==> src/sv/ssl_pkg.sv <==
// ----------------------------------------------------------------------------
// ssl_pkg: shared constants and types of the soft saturation limiter
// Sample format, Q4.20 working format, divider geometry, register codes and
// the sideband that travels with a sample through the lane pipeline.
// ----------------------------------------------------------------------------
`default_nettype none

package ssl_pkg;

    localparam int SAMPLE_WIDTH = 24;
    // Normalization shift between sample and Q4.20 domains.
    localparam int NORM_SHIFT = 41 - SAMPLE_WIDTH;

    localparam int QF = 20;             // fraction bits of Q4.20
    localparam int QW = 23;             // Q4.20 magnitude width
    localparam int HQ_W = 20;           // knee h stays below 1.0
    localparam int T_W = 22;            // scale t stays at or below 2.0
    localparam int YW = 21;             // shaped magnitude stays at or below 1.0

    localparam logic [QW-1:0] QONE = QW'(1) << QF;
    localparam logic [QW-1:0] QMAX = '1;

    // Pipelined divider: quotient bits, divisor width, numerator width.
    localparam int DIV_QB = 23;
    localparam int DIV_DW = 22;
    localparam int DIV_NW = DIV_QB + DIV_DW;

    // Configuration port
    localparam int CFG_IDX_W = 2;
    localparam int CFG_DATA_W = 16;
    localparam int THR_W = 16;
    localparam int HARD_W = 12;

    typedef enum logic [CFG_IDX_W-1:0] {
        REG_THRESHOLD = 2'd0,
        REG_HARDNESS  = 2'd1
    } reg_idx_t;

    localparam logic [THR_W-1:0] THR_MIN = 16'd16;
    localparam logic [THR_W-1:0] THR_MAX = 16'd32768;
    localparam logic [THR_W-1:0] THR_RST = 16'd32768;
    localparam logic [HARD_W-1:0] HARD_MAX = 12'd2048;
    localparam logic [HARD_W-1:0] HARD_RST = 12'd1024;
    localparam int HARD_DIV = 2049;

    // ceil(2^44 / HARD_DIV): (hard * HARD_RECIP) >> HARD_RECIP_SHIFT equals
    // floor(hard * 2^20 / HARD_DIV) exactly for every hardness up to 2048.
    localparam int HARD_RECIP_W = 33;
    localparam logic [HARD_RECIP_W-1:0] HARD_RECIP = 33'd8585742336;
    localparam int HARD_RECIP_SHIFT = 24;

    typedef struct packed {
        logic                    tag;
        logic                    bypass;
        logic                    neg;
        logic                    sat;
        logic [QW-1:0]           a;
        logic [SAMPLE_WIDTH-1:0] raw;
    } side_t;

    typedef struct packed {
        logic [HQ_W-1:0] h;
        logic [T_W-1:0]  t;
    } coef_t;

endpackage

`default_nettype wire

==> src/sv/ssl_ifs.sv <==
// ----------------------------------------------------------------------------
// ssl_ifs: channel interfaces of the soft saturation limiter
// Frame input, result output and register write channels, valid/ready.
// ----------------------------------------------------------------------------
`default_nettype none


interface ssl_cfg_if;
    logic                             valid;
    logic                             ready;
    logic [ssl_pkg::CFG_IDX_W-1:0]    index;
    logic [ssl_pkg::CFG_DATA_W-1:0]   data;

    modport source (output valid, index, data, input ready);
    modport sink (input valid, index, data, output ready);
endinterface

`default_nettype wire

==> src/sv/ssl_coef.sv <==
// ----------------------------------------------------------------------------
// ssl_coef: register file and coefficient unit
// Holds threshold and hardness, and after reset or any write derives the knee
// h with a reciprocal multiply and the scale t with a 42-step bit-serial divider.
// ----------------------------------------------------------------------------
`default_nettype none

module ssl_coef (
    input  wire logic        clk,
    input  wire logic        rst_n,
    ssl_cfg_if.sink          ctrl,
    output logic             busy,
    output ssl_pkg::coef_t   coef
);

    localparam int STEPS = 42;
    localparam int CW = 6;
    localparam int PRW = ssl_pkg::HARD_W + ssl_pkg::HARD_RECIP_W;

    typedef enum logic [2:0] {
        ST_IDLE   = 3'b001,
        ST_LOAD_H = 3'b010,
        ST_DIV_T  = 3'b100
    } coef_st_t;

    coef_st_t                        state_reg;
    logic [CW-1:0]                   cnt_reg;
    logic [ssl_pkg::THR_W-1:0]       thr_reg;
    logic [ssl_pkg::HARD_W-1:0]      hard_reg;
    logic [STEPS-1:0]                num_reg;
    logic [ssl_pkg::DIV_DW-1:0]      rem_reg;
    logic [ssl_pkg::DIV_DW-1:0]      den_reg;
    logic [ssl_pkg::HQ_W-1:0]        h_reg;
    logic [ssl_pkg::T_W-1:0]         t_reg;

    logic                            wr;
    logic [ssl_pkg::THR_W-1:0]       thr_wr;
    logic [ssl_pkg::HARD_W-1:0]      hard_wr;
    logic [ssl_pkg::DIV_DW:0]        trial;
    logic                            ge;
    logic [ssl_pkg::DIV_DW-1:0]      rem_next;
    logic [STEPS-1:0]                num_next;
    logic                            last;
    logic [PRW-1:0]                  h_prod;
    logic [ssl_pkg::HQ_W-1:0]        h_calc;

    assign ctrl.ready = 1'b1;
    assign wr = ctrl.valid && ctrl.ready;

    always_comb
    begin
        thr_wr = ctrl.data[ssl_pkg::THR_W-1:0];
        if (thr_wr < ssl_pkg::THR_MIN)
            thr_wr = ssl_pkg::THR_MIN;
        if (thr_wr > ssl_pkg::THR_MAX)
            thr_wr = ssl_pkg::THR_MAX;
        hard_wr = ctrl.data[ssl_pkg::HARD_W-1:0];
        if (hard_wr > ssl_pkg::HARD_MAX)
            hard_wr = ssl_pkg::HARD_MAX;
    end

    // Knee h = hard * 2^20 / 2049 by reciprocal multiplication.
    assign h_prod = PRW'(hard_reg) * PRW'(ssl_pkg::HARD_RECIP);
    assign h_calc = h_prod[ssl_pkg::HARD_RECIP_SHIFT +: ssl_pkg::HQ_W];

    assign trial    = {rem_reg, num_reg[STEPS-1]};
    assign ge       = (trial >= {1'b0, den_reg});
    assign rem_next = ge ? ssl_pkg::DIV_DW'(trial - {1'b0, den_reg})
                         : trial[ssl_pkg::DIV_DW-1:0];
    assign num_next = {num_reg[STEPS-2:0], ge};
    assign last     = (cnt_reg == CW'(STEPS - 1));

    always_ff @(posedge clk or negedge rst_n)
    begin
        if (!rst_n)
        begin
            state_reg <= ST_LOAD_H;
            cnt_reg   <= '0;
            thr_reg   <= ssl_pkg::THR_RST;
            hard_reg  <= ssl_pkg::HARD_RST;
        end
        else
        begin
            cnt_reg <= (state_reg == ST_DIV_T && !last) ? cnt_reg + CW'(1) : '0;
            // A write restarts the derivation from the new register values.
            if (wr)
            begin
                state_reg <= ST_LOAD_H;
            end
            else
            begin
                unique case (state_reg)
                    ST_IDLE:   state_reg <= ST_IDLE;
                    ST_LOAD_H: state_reg <= ST_DIV_T;
                    ST_DIV_T:  state_reg <= last ? ST_IDLE : ST_DIV_T;
                    default:   state_reg <= ST_LOAD_H;
                endcase
            end
            if (wr && ctrl.index == ssl_pkg::REG_THRESHOLD && ctrl.data != '0)
                thr_reg <= thr_wr;
            if (wr && ctrl.index == ssl_pkg::REG_HARDNESS && hard_wr != '0)
                hard_reg <= hard_wr;
        end
    end

    always_ff @(posedge clk)
    begin
        unique case (state_reg)
            ST_LOAD_H:
            begin
                h_reg   <= h_calc;
                num_reg <= STEPS'(thr_reg) << 26;
                rem_reg <= '0;
                den_reg <= ssl_pkg::DIV_DW'(h_calc) + ssl_pkg::DIV_DW'(ssl_pkg::QONE);
            end
            ST_DIV_T:
            begin
                num_reg <= num_next;
                rem_reg <= rem_next;
                if (last)
                    t_reg <= (num_next == '0) ? ssl_pkg::T_W'(1)
                                              : num_next[ssl_pkg::T_W-1:0];
            end
            default:
            begin
                num_reg <= num_reg;
            end
        endcase
    end

    assign busy   = (state_reg != ST_IDLE);
    assign coef.h = h_reg;
    assign coef.t = t_reg;

endmodule

`default_nettype wire

==> src/flat_wrapper.sv <==
// flat-port wrapper written by rule: the top's interface ports become plain ports
module ssl_coef_flat 
  (clk, rst_n, busy, coef, ctrl_valid, ctrl_index, ctrl_data, ctrl_ready);
  ssl_cfg_if ctrl_i ();
  input  wire logic clk;
  input  wire logic rst_n;
  output logic busy;
  output ssl_pkg::coef_t coef;
  input wire logic [$bits(ctrl_i.valid)-1:0] ctrl_valid;
  input wire logic [$bits(ctrl_i.index)-1:0] ctrl_index;
  input wire logic [$bits(ctrl_i.data)-1:0] ctrl_data;
  output wire logic [$bits(ctrl_i.ready)-1:0] ctrl_ready;
  assign ctrl_i.valid = ctrl_valid;
  assign ctrl_i.index = ctrl_index;
  assign ctrl_i.data = ctrl_data;
  assign ctrl_ready = ctrl_i.ready;
  ssl_coef u_core (.clk(clk), .rst_n(rst_n), .ctrl(ctrl_i), .busy(busy), .coef(coef));
endmodule
==> config.mk <==
export PLATFORM = sky130hd
export DESIGN_NAME = ssl_coef_flat
export DESIGN_NICKNAME = d
export VERILOG_FILES = /design/src/sv/ssl_pkg.sv /design/src/sv/ssl_ifs.sv /design/src/sv/ssl_coef.sv /design/src/flat_wrapper.sv
export SDC_FILE = /design/constraint.sdc
export NUM_CORES = 1
export LEC_CHECK = 0
export ABC_CLOCK_PERIOD_IN_PS = 4950
export BUFFER_PORTS_ARGS = -buffer_cell sky130_fd_sc_hd__buf_4
export CORE_MARGIN = 2
export CORE_UTILIZATION = 56
export DETAILED_ROUTE_END_ITERATION = 12
export PLACE_DENSITY = 0.78
export SLEW_MARGIN = 20
export SYNTH_ARGS = -nofsm -noshare
export SYNTH_HDL_FRONTEND = slang
export SYNTH_SLANG_ARGS = --single-unit
==> constraint.sdc <==
create_clock -name clk -period 4.95 [get_ports clk]
set_input_delay 0.99 -clock clk [delete_from_list [all_inputs] [get_ports clk]]
set_output_delay 0.99 -clock clk [all_outputs]
set_load 0.02 [all_outputs]
After elaboration in Yosys (flattened, before gate mapping)
Cells that the tools add are included.
- register bits after elaboration: 165
- logic and storage cells: 45
- bits of input ports: 21
- output and inout bits: 44
- muxes and demuxes: 10
- equal/unequal tests: 6
- order comparisons: 4
- reduce and logical (&&, ||, !) cells: 12
- multipliers: 1
- add/sub/neg operators: 3
- operator list (operator ; count):
    one-hot mux 42 bit (2 select lines) ; 1
    one-hot mux 22 bit (2 select lines) ; 1
    zero test 42 bit ; 1
    multiplier 12 x 22 -> 33 bit (second input constant) ; 1
    two-way mux 16 bit ; 2
    >= comparator 23 x 22 -> 1 bit ; 1
    adder 20 x 21 -> 22 bit (second input constant) ; 1
    two-way mux 22 bit ; 1
    subtractor 22 bit ; 1
    greater-than comparator 16 bit (second input constant) ; 1
    less-than comparator 16 x 5 -> 1 bit (second input constant) ; 1
    nonzero test 16 bit ; 1
    greater-than comparator 12 bit (second input constant) ; 1
    two-way mux 12 bit ; 1
    nonzero test 12 bit ; 1
    one-hot mux 3 bit (3 select lines) ; 1
    adder 6 x 1 -> 6 bit (second input constant) ; 1
    equality test 6 bit (second input constant) ; 1
    two-way mux 3 bit ; 2
    two-way mux 6 bit ; 1
    logical AND 1 bit ; 5
    equality test 3 x 1 -> 1 bit (second input constant) ; 1
    equality test 3 x 2 -> 1 bit (second input constant) ; 1
    equality test 3 bit (second input constant) ; 1
    6 further kinds ; 6

Longest topological paths before layout
Gate-level depths: netlist of the first run.
- depth after elaboration: 4
- depth in mapped cells: 21

Worst setup path before layout of the first run
Ideal clock, no wire load.
- path kind: reg-to-reg
- start: register u_core.hard_reg[3] (netlist bit)
- end: register u_core.den_reg[19] (netlist bit) (data pin)
- arrival: 4.896 ns
- slack: -0.206 ns
- buffers on the path: 0
- clock period less this slack: 5.156 ns
- cell stages (with the launch flop): 20
- cell sequence: dfrtp_1 -> inv_1 -> fa_1 -> xor2_1 -> ha_1 -> o21bai_1 -> inv_1 -> fa_1 -> inv_1 -> fa_1 -> inv_1 -> fa_1 -> inv_1 -> ha_1 -> o21a_1 -> a41o_1 -> o41ai_1 -> o2111a_1 -> a21oi_1 -> xnor2_1
- longest elaborated chain between the ends: 2
- ends and longest elaborated chain (what ; RTL line ; text):
    start: declaration ; ssl_coef.sv:29 ; logic [ssl_pkg::HARD_W-1:0] hard_reg;
    start signal: assignment ; ssl_coef.sv:80 ; hard_reg <= ssl_pkg::HARD_RST;
    start signal: assignment ; ssl_coef.sv:102 ; hard_reg <= hard_wr;
    multiplier 12 x 22 -> 33 bit ; ssl_coef.sv:63 ; assign h_prod = PRW'(hard_reg) * PRW'(ssl_pkg::HARD_RECIP);
    via u_core.h_prod[43] ; ssl_coef.sv:44 ; logic [PRW-1:0] h_prod;
    adder 20 x 21 -> 22 bit ; ssl_coef.sv:114 ; den_reg <= ssl_pkg::DIV_DW'(h_calc) + ssl_pkg::DIV_DW'(ssl_pkg::QONE);
    end signal: assignment ; ssl_coef.sv:114 ;
    end: declaration ; ssl_coef.sv:32 ; logic [ssl_pkg::DIV_DW-1:0] den_reg;
The timed path passes the listed nets, and every way through them passes these cells.
A chain may end at the register's enable or synchronous reset.

Worst setup path after layout of the first run
- start: register u_core.hard_reg[5] (netlist bit)
- end: register u_core.den_reg[19] (netlist bit) (data pin)
Same word-level chain as after synthesis.

==> results.md, run 1 <==
- Final Critical Period: 4890 ps
- CTS tree: yes
- CTS Buffer Depth: 2
- Most frequent cells in the layout: 109 x buf_4, 106 x edfxtp_1, 100 x inv_1
- Startpoint Class: register
- Layout cells sized above 1: 0.197
- Max-slew headroom: 0.304
- H-tree Lvls: 4
- I/O Buffers: 63
- Hold Path Stages: 0
- Sink Count: 143
- Hold Crit Class: register to register
- Kind of critical path: register to register
- Post-route ant nets: 0
- Outcome: completed
- Gr ovfl total: 0
- Most common cell after layout, fill and taps aside: buf_4
- I/O pin count: 65
- Unrepaired setup endpoints after global routing: true
- Vias per inst: 5.73
- Synth Register Bits: 143
- Mapped cell area: between 0.009 and 0.01 mm^2
- Final Skew: about 11 ps
- Final Max Slew Viols: 0
- Fin. Hold Viols: 0
- Vias post-DR: slightly above 7000
- Wire length of the first global-routing pass: 34700 um
- DRT Pass-1 Iters: 6
- WP data arrival: 5080 ps
- Warnings from Yosys: 0
- Max FFs per register: 42
- Antenna violations before repair: 0
- CP max stage delay: roughly 650 ps
- Metal-1 WL: 9450 um
- Critical-path top delay cell: fa_2
- DRT iter0 DRCs: 665
- Crit-path leading delay family: adder cells
- Vias in the first global route: a little under 7000
- Max-cap violation count: 0
- Top routing layer in use: met4
- GRT Total Usage: 0.244
- DPL Wire Length: 15300 um
- Num CTS Buffers: 17
- Met2 wire len: 10800 um
- Post-synth ARST share: 0.259
- CORE AREA: 0.0166 mm^2
- Placement Cell Area: around 0.010 mm^2
- CTS clk-pin slew, worst paths: about 70 ps
- Die height: between 100 and 150 um
- Chip width: 135 um
- Met3 routed WL: 802 um
- Final WL: 21500 um
- Die area: 0.0181 mm^2
- Fmax: 204 MHz
- WL/cell: ~17 um
- Syn Area/Cell: 10.3 um^2
- Crit. End Element: register
- Final Cell Area: between 0.01 and 0.015 mm^2
- Starting Density: 0.574
- Register area share after synthesis: 0.430
- Largest fanout on the critical path: 4
- Area delta synth->final: 18.1%
- ANT cells: 0
- Placer Congestion: 0.903
- Largest net degree at the start of global routing: 38
- Final period utilization: 0.988
- Worst Path Required: 5140 ps
- Slew @ Worst Pin: 1040 ps
- DRC: 0
- Setup-failing EPs final: 0
- CP Buf/Inv Count: 6
- Synth cell types: 63
- Root buf cell: clkbuf_16
- Layout net count: 1155
- Insertion delay to the later sink of the worst-skew pair: 430 ps
- R2r worst-path depth: 21
- Post-synthesis net count: about 1100
- EDFF count, synth: 106
- Critical-path cell list: inv_2, fa_2, xor2_2, buf_4, xnor2_2, inv_1, fa_1, inv_2, fa_1, inv_1, fa_1, inv_2, ha_4, nor2_1, o21ai_1, a41o_1, a41o_1, o41ai_2, o2111a_2, a21oi_2, xnor2_1
- WP depth: 21
- Dominant synthesized flop cell: edfxtp_1
- Num rows: 47
- Gate Count Post-Synth: about 900
==> layout make-up <==
type / count / area [um^2]
fillers: 1185 / 5350
multi-input cells: 624 / 5040
clock inverters: 15 / 171
flip-flops and latches: 143 / 4110
clock buffers: 17 / 425
repair buffers: 112 / 852
inverters: 111 / 417
well taps: 220 / 275
==> cells by family (layout without fill, tap and decap cells) <==
group / after synthesis / count (layout) / synth area share
and+or+nand+nor: 256 / 256 / 0.132
muxes: 3 / 3 / 0.00327
buffers and inverters: 160 / 255 / 0.0647
xor gates and xnor gates: 46 / 46 / 0.0422
adders and majority gates: 125 / 125 / 0.193
DFF: 143 / 143 / 0.430
AOI/OAI and AO/OA: 193 / 193 / 0.135
other: 1 / 1 / 0.000392
==> metrics by stage <==
stage / worst slack (ps) / util / std cells / hold slack [ps] / TNS [ps]
2_1_floorplan: -23.5 / - / 927 / 439 / -23.5
3_3_place_gp: 63.1 / 0.629 / 1200 / 453 / 0
3_5_place_dp: -100 / 0.629 / 1200 / 454 / -298
4_1_cts: -43.9 / 0.673 / 1238 / 474 / -66.4
5_1_grt: -131 / 0.678 / 1242 / 490 / -370
6_report: 58.3 / 0.678 / 1242 / 476 / 0
==> per-layer routing <==
metal | GRT usage | vias to the layer above
met4 | 0.0713 | 0
li1 | - | 3432
met3 | 0.0372 | 30
met2 | 0.421 | 183
met5 | 0 | -
met1 | 0.321 | 3471
==> cell usage after synthesis (2+ instances only) <==
master,count,area share
and2_1,3,0.0020
a21boi_0,2,0.0016
o21ai_0,47,0.025
nand4_1,10,0.0065
a21oi_1,51,0.027
nor2b_1,3,0.0020
o21a_1,14,0.011
nand2b_1,10,0.0065
o2111ai_1,3,0.0027
nand2_1,80,0.031
a41o_1,2,0.0021
dfstp_2,3,0.0082
ha_1,88,0.12
fa_1,37,0.077
a22o_1,21,0.019
edfxtp_1,106,0.33
xor2_1,15,0.014
inv_1,111,0.044
a31oi_1,3,0.0020
mux2i_1,2,0.0021
nand3_1,26,0.014
and3_1,29,0.019
a211oi_1,4,0.0031
or3_1,8,0.0052
o31ai_1,3,0.0024
xnor2_1,31,0.028
or4_1,7,0.0055
o21bai_1,3,0.0024
nor3_1,13,0.0068
o211ai_1,6,0.0047
a31o_2,3,0.0027
buf_4,2,0.0016
clkbuf_1,44,0.017
a21o_1,16,0.013
or2_2,2,0.0013
dfrtp_1,34,0.089
nor4_1,14,0.0092
nor2_1,46,0.018
==> final timing paths <==
check                                           startpoint                             end  slack, ps
max reg2reg                 u_core.hard_reg[5]$_DFFE_PN0P_    u_core.den_reg[19]$_DFFE_PN_         60
max in group asynchronous                            rst_n  u_core.thr_reg[15]$_DFFE_PN1P_       4100
min                        u_core.num_reg[0]$_SDFFCE_PN0N_   u_core.t_reg[1]$_SDFFCE_PN0P_        480
min reg2reg                u_core.num_reg[0]$_SDFFCE_PN0N_   u_core.t_reg[1]$_SDFFCE_PN0P_        480
max                         u_core.hard_reg[5]$_DFFE_PN0P_    u_core.den_reg[19]$_DFFE_PN_         60
min in group asynchronous                            rst_n     u_core.cnt_reg[5]$_DFF_PN0_        500
==> what timing repair did <==
item,4_1_cts,5_1_grt
pin swaps,29,22
setup endpoints to repair,4,5
hold buffers,0,0
gates cloned,0,0
gates resized for setup,22,16
setup buffers,6,6
Power of run 1 is not shown: default switching activity piles up to over one toggle a cycle in this logic, so the estimate is an artifact.
==> run 2, diff against run 1 <==
--- a/config.mk
+++ b/config.mk
@@ -8,9 +8,10 @@
 export ABC_CLOCK_PERIOD_IN_PS = 4950
 export BUFFER_PORTS_ARGS = -buffer_cell sky130_fd_sc_hd__buf_4
 export CORE_MARGIN = 2
-export CORE_UTILIZATION = 56
+export CORE_UTILIZATION = 57
+export CTS_BUF_LIST = sky130_fd_sc_hd__clkbuf_8
 export DETAILED_ROUTE_END_ITERATION = 12
-export PLACE_DENSITY = 0.78
+export PLACE_DENSITY = 0.79
 export SLEW_MARGIN = 20
 export SYNTH_ARGS = -nofsm -noshare
 export SYNTH_HDL_FRONTEND = slang
==> run 2 against run 1 <==
The flow now finishes with violations (negative setup slack). Non-clock buffer count grew 2. Via count up 0.37%. Core utilization decreased by 0.17 points. Global-route usage shrank 0.97 points. Flip-flop and latch count unchanged. Critical path depth decreased by 2. First-iteration DRC count down 13%. Critical path type unchanged. Highest routed layer unchanged.
==> results.md, run 2 (same netlist as run 1, synthesis figures left out) <==
- Final Skew: 15.7 ps
- DRT Pass-1 Iters: 6
- Crit. End Element: register
- Startpoint Class: register
- Area delta synth->final: 16.6%
- Met3 Usage GRT: 0.0411
- Largest net degree at the start of global routing: 49
- Max-slew headroom: 0.414
- Starting Density: 0.580
- Outcome: finished, violations left
- Top Usage Layer GRT: met2
- Place WS: -86.7 ps
- Num rows: 47
- I/O pin count: 65
- Hold WS: 469 ps
- Layout net count: 1157
- Crit-path leading delay family: adder cells
- Die height: 133 um
- Final Max Slew Viols: 0
- Layout cells sized above 1: 0.196
- CTS tree: yes
- DPL Wire Length: around 15000 um
- Setup-failing EPs final: 3
- M1 GR Usage: 0.317
- Hold Crit Class: primary input to asynchronous set/reset pin
- Wire length of the first global-routing pass: 33200 um
- CP max stage delay: 620 ps
- WL/cell: 16.5 um
- Critical-path top delay cell: fa_2
- H-tree Lvls: 4
- Antenna violations before repair: 0
- CORE AREA: 0.0165 mm^2
- CTS clk-pin slew, worst paths: 100 ps
- Vias per inst: between 5 and 6
- Root buf cell: clkbuf_8
- CTS Buffer Depth: 2
- R2r setup slk: -20 ps
- Final WL: 20500 um
- Placer Congestion: roughly 0.9
- Slew @ Worst Pin: 879 ps
- Max-cap violation count: 0
- Placement Cell Area: 0.0105 mm^2
- DRT iter0 DRCs: 577
- I/O Buffers: 63
- GRT Total Usage: 0.234
- Post-route ant nets: 0
- CP Buf/Inv Count: 3
- Fmax: 201 MHz
- Gr ovfl total: 0
- DRC: 0
- Worst Path Required: 5160 ps
- Insertion delay to the later sink of the worst-skew pair: 460 ps
- Vias post-DR: slightly above 7000
- Area of the multi-input gates: 0.00504 mm^2
- Final Cell Area: 0.0111 mm^2
- Sink Count: 143
- Final Critical Period: about 5000 ps
- Critical-path cell list: inv_2, fa_2, xor2_2, ha_2, o21bai_4, fa_1, fa_1, inv_2, fa_1, inv_1, ha_2, nor2_1, o21ai_1, a41o_1, a41o_1, o41ai_2, o2111a_2, a21oi_2, xnor2_1
- WP data arrival: about 5200 ps
- Unrepaired setup endpoints after global routing: true
- FILL cells: 1239
- Num CTS Buffers: 17
- Met2 usage: 0.387
- ANT cells: 0
- Hold buffer count at cts: 0
- Final period utilization: 1.00
- Largest fanout on the critical path: 3
- Die area: 0.0178 mm^2
- Max FFs per register: 42
- Failing checks: negative setup slack
- Most common cell after layout, fill and taps aside: buf_4
- Chip width: 133 um
- Most frequent cells in the layout: 109 x buf_4, 106 x edfxtp_1, 105 x inv_1
- Fin. Hold Viols: 0
- Vias in the first global route: 6729
- CP most frequent cell: fa_1
- Worst Slack Setup Final: -21.3 ps
- Kind of critical path: register to register
- Reg area: between 0.004 and 0.005 mm^2
[run 2: cell count changes in the layout (fill, tap and decap cells not counted), moves of 2 or more]
cell        previous run  this run
clkbuf_16             17         0
clkbuf_8               0        17
inv_1                100       105
inv_2                 11         6
ha_2                   2         5
buf_6                  3         5
clkinvlp_4             2         0
ha_1                  79        77
inv_8                  5         7
[run 2: area by class of cell]
type	count	area share
multi-input combinational	624	0.453
tap	220	0.0247
inverter	111	0.0374
clock inverter	15	0.0167
timing repair buffer	114	0.0785
clock buffer	17	0.0210
sequential	143	0.369
[run 2: worst register-to-register path, cell delays in order, from the launching register on]
cell	delay (ps)
dfrtp_1	380
inv_2	50
fa_2	620
xor2_2	190
ha_2	200
o21bai_4	130
fa_1	460
fa_1	560
inv_2	40
fa_1	520
inv_1	40
ha_2	170
nor2_1	130
o21ai_1	90
a41o_1	230
a41o_1	290
o41ai_2	200
o2111a_2	260
a21oi_2	70
xnor2_1	110
[run 2: repair_timing]
action / CTS / global route
resized for setup: 26 / 10
hold endpoints to repair: 0 / 0
endpoints found under the setup margin: 4 / 6
buffers inserted: 7 / 4
pin swaps: 26 / 12
[run 2: final timing paths]
kind / start / to / cells past startpoint
hold / removal: rst_n / u_core.state_reg[0]$_DFF_PN0_ / 1
setup / recovery: u_core.hard_reg[5]$_DFFE_PN0P_ / u_core.den_reg[19]$_DFFE_PN_ / 19
hold reg to reg: u_core.thr_reg[15]$_DFFE_PN1P_ / u_core.thr_reg[15]$_DFFE_PN1P_ / 2
min in group clk: u_core.thr_reg[15]$_DFFE_PN1P_ / u_core.thr_reg[15]$_DFFE_PN1P_ / 2
setup reg to reg: u_core.hard_reg[5]$_DFFE_PN0P_ / u_core.den_reg[19]$_DFFE_PN_ / 19
max in group asynchronous: rst_n / u_core.hard_reg[10]$_DFFE_PN1P_ / 1
[run 2: metrics by stage]
stage	std cells	setup TNS (ps)	utilization
detailed placement	1201	-196	0.636
global placement	1201	0	0.636
finish	1244	-42.2	0.677
CTS	1240	0	0.673
global route	1244	-1030	0.677
floorplan	927	-23.5	-
[run 2: layer usage]
layer,routed length (um),vias to the layer above
met5,0,-
met3,895,35
met4,465,0
met2,9970,199
li1,-,3429
met1,9180,3479
Power of run 2 is left out for the same reason.
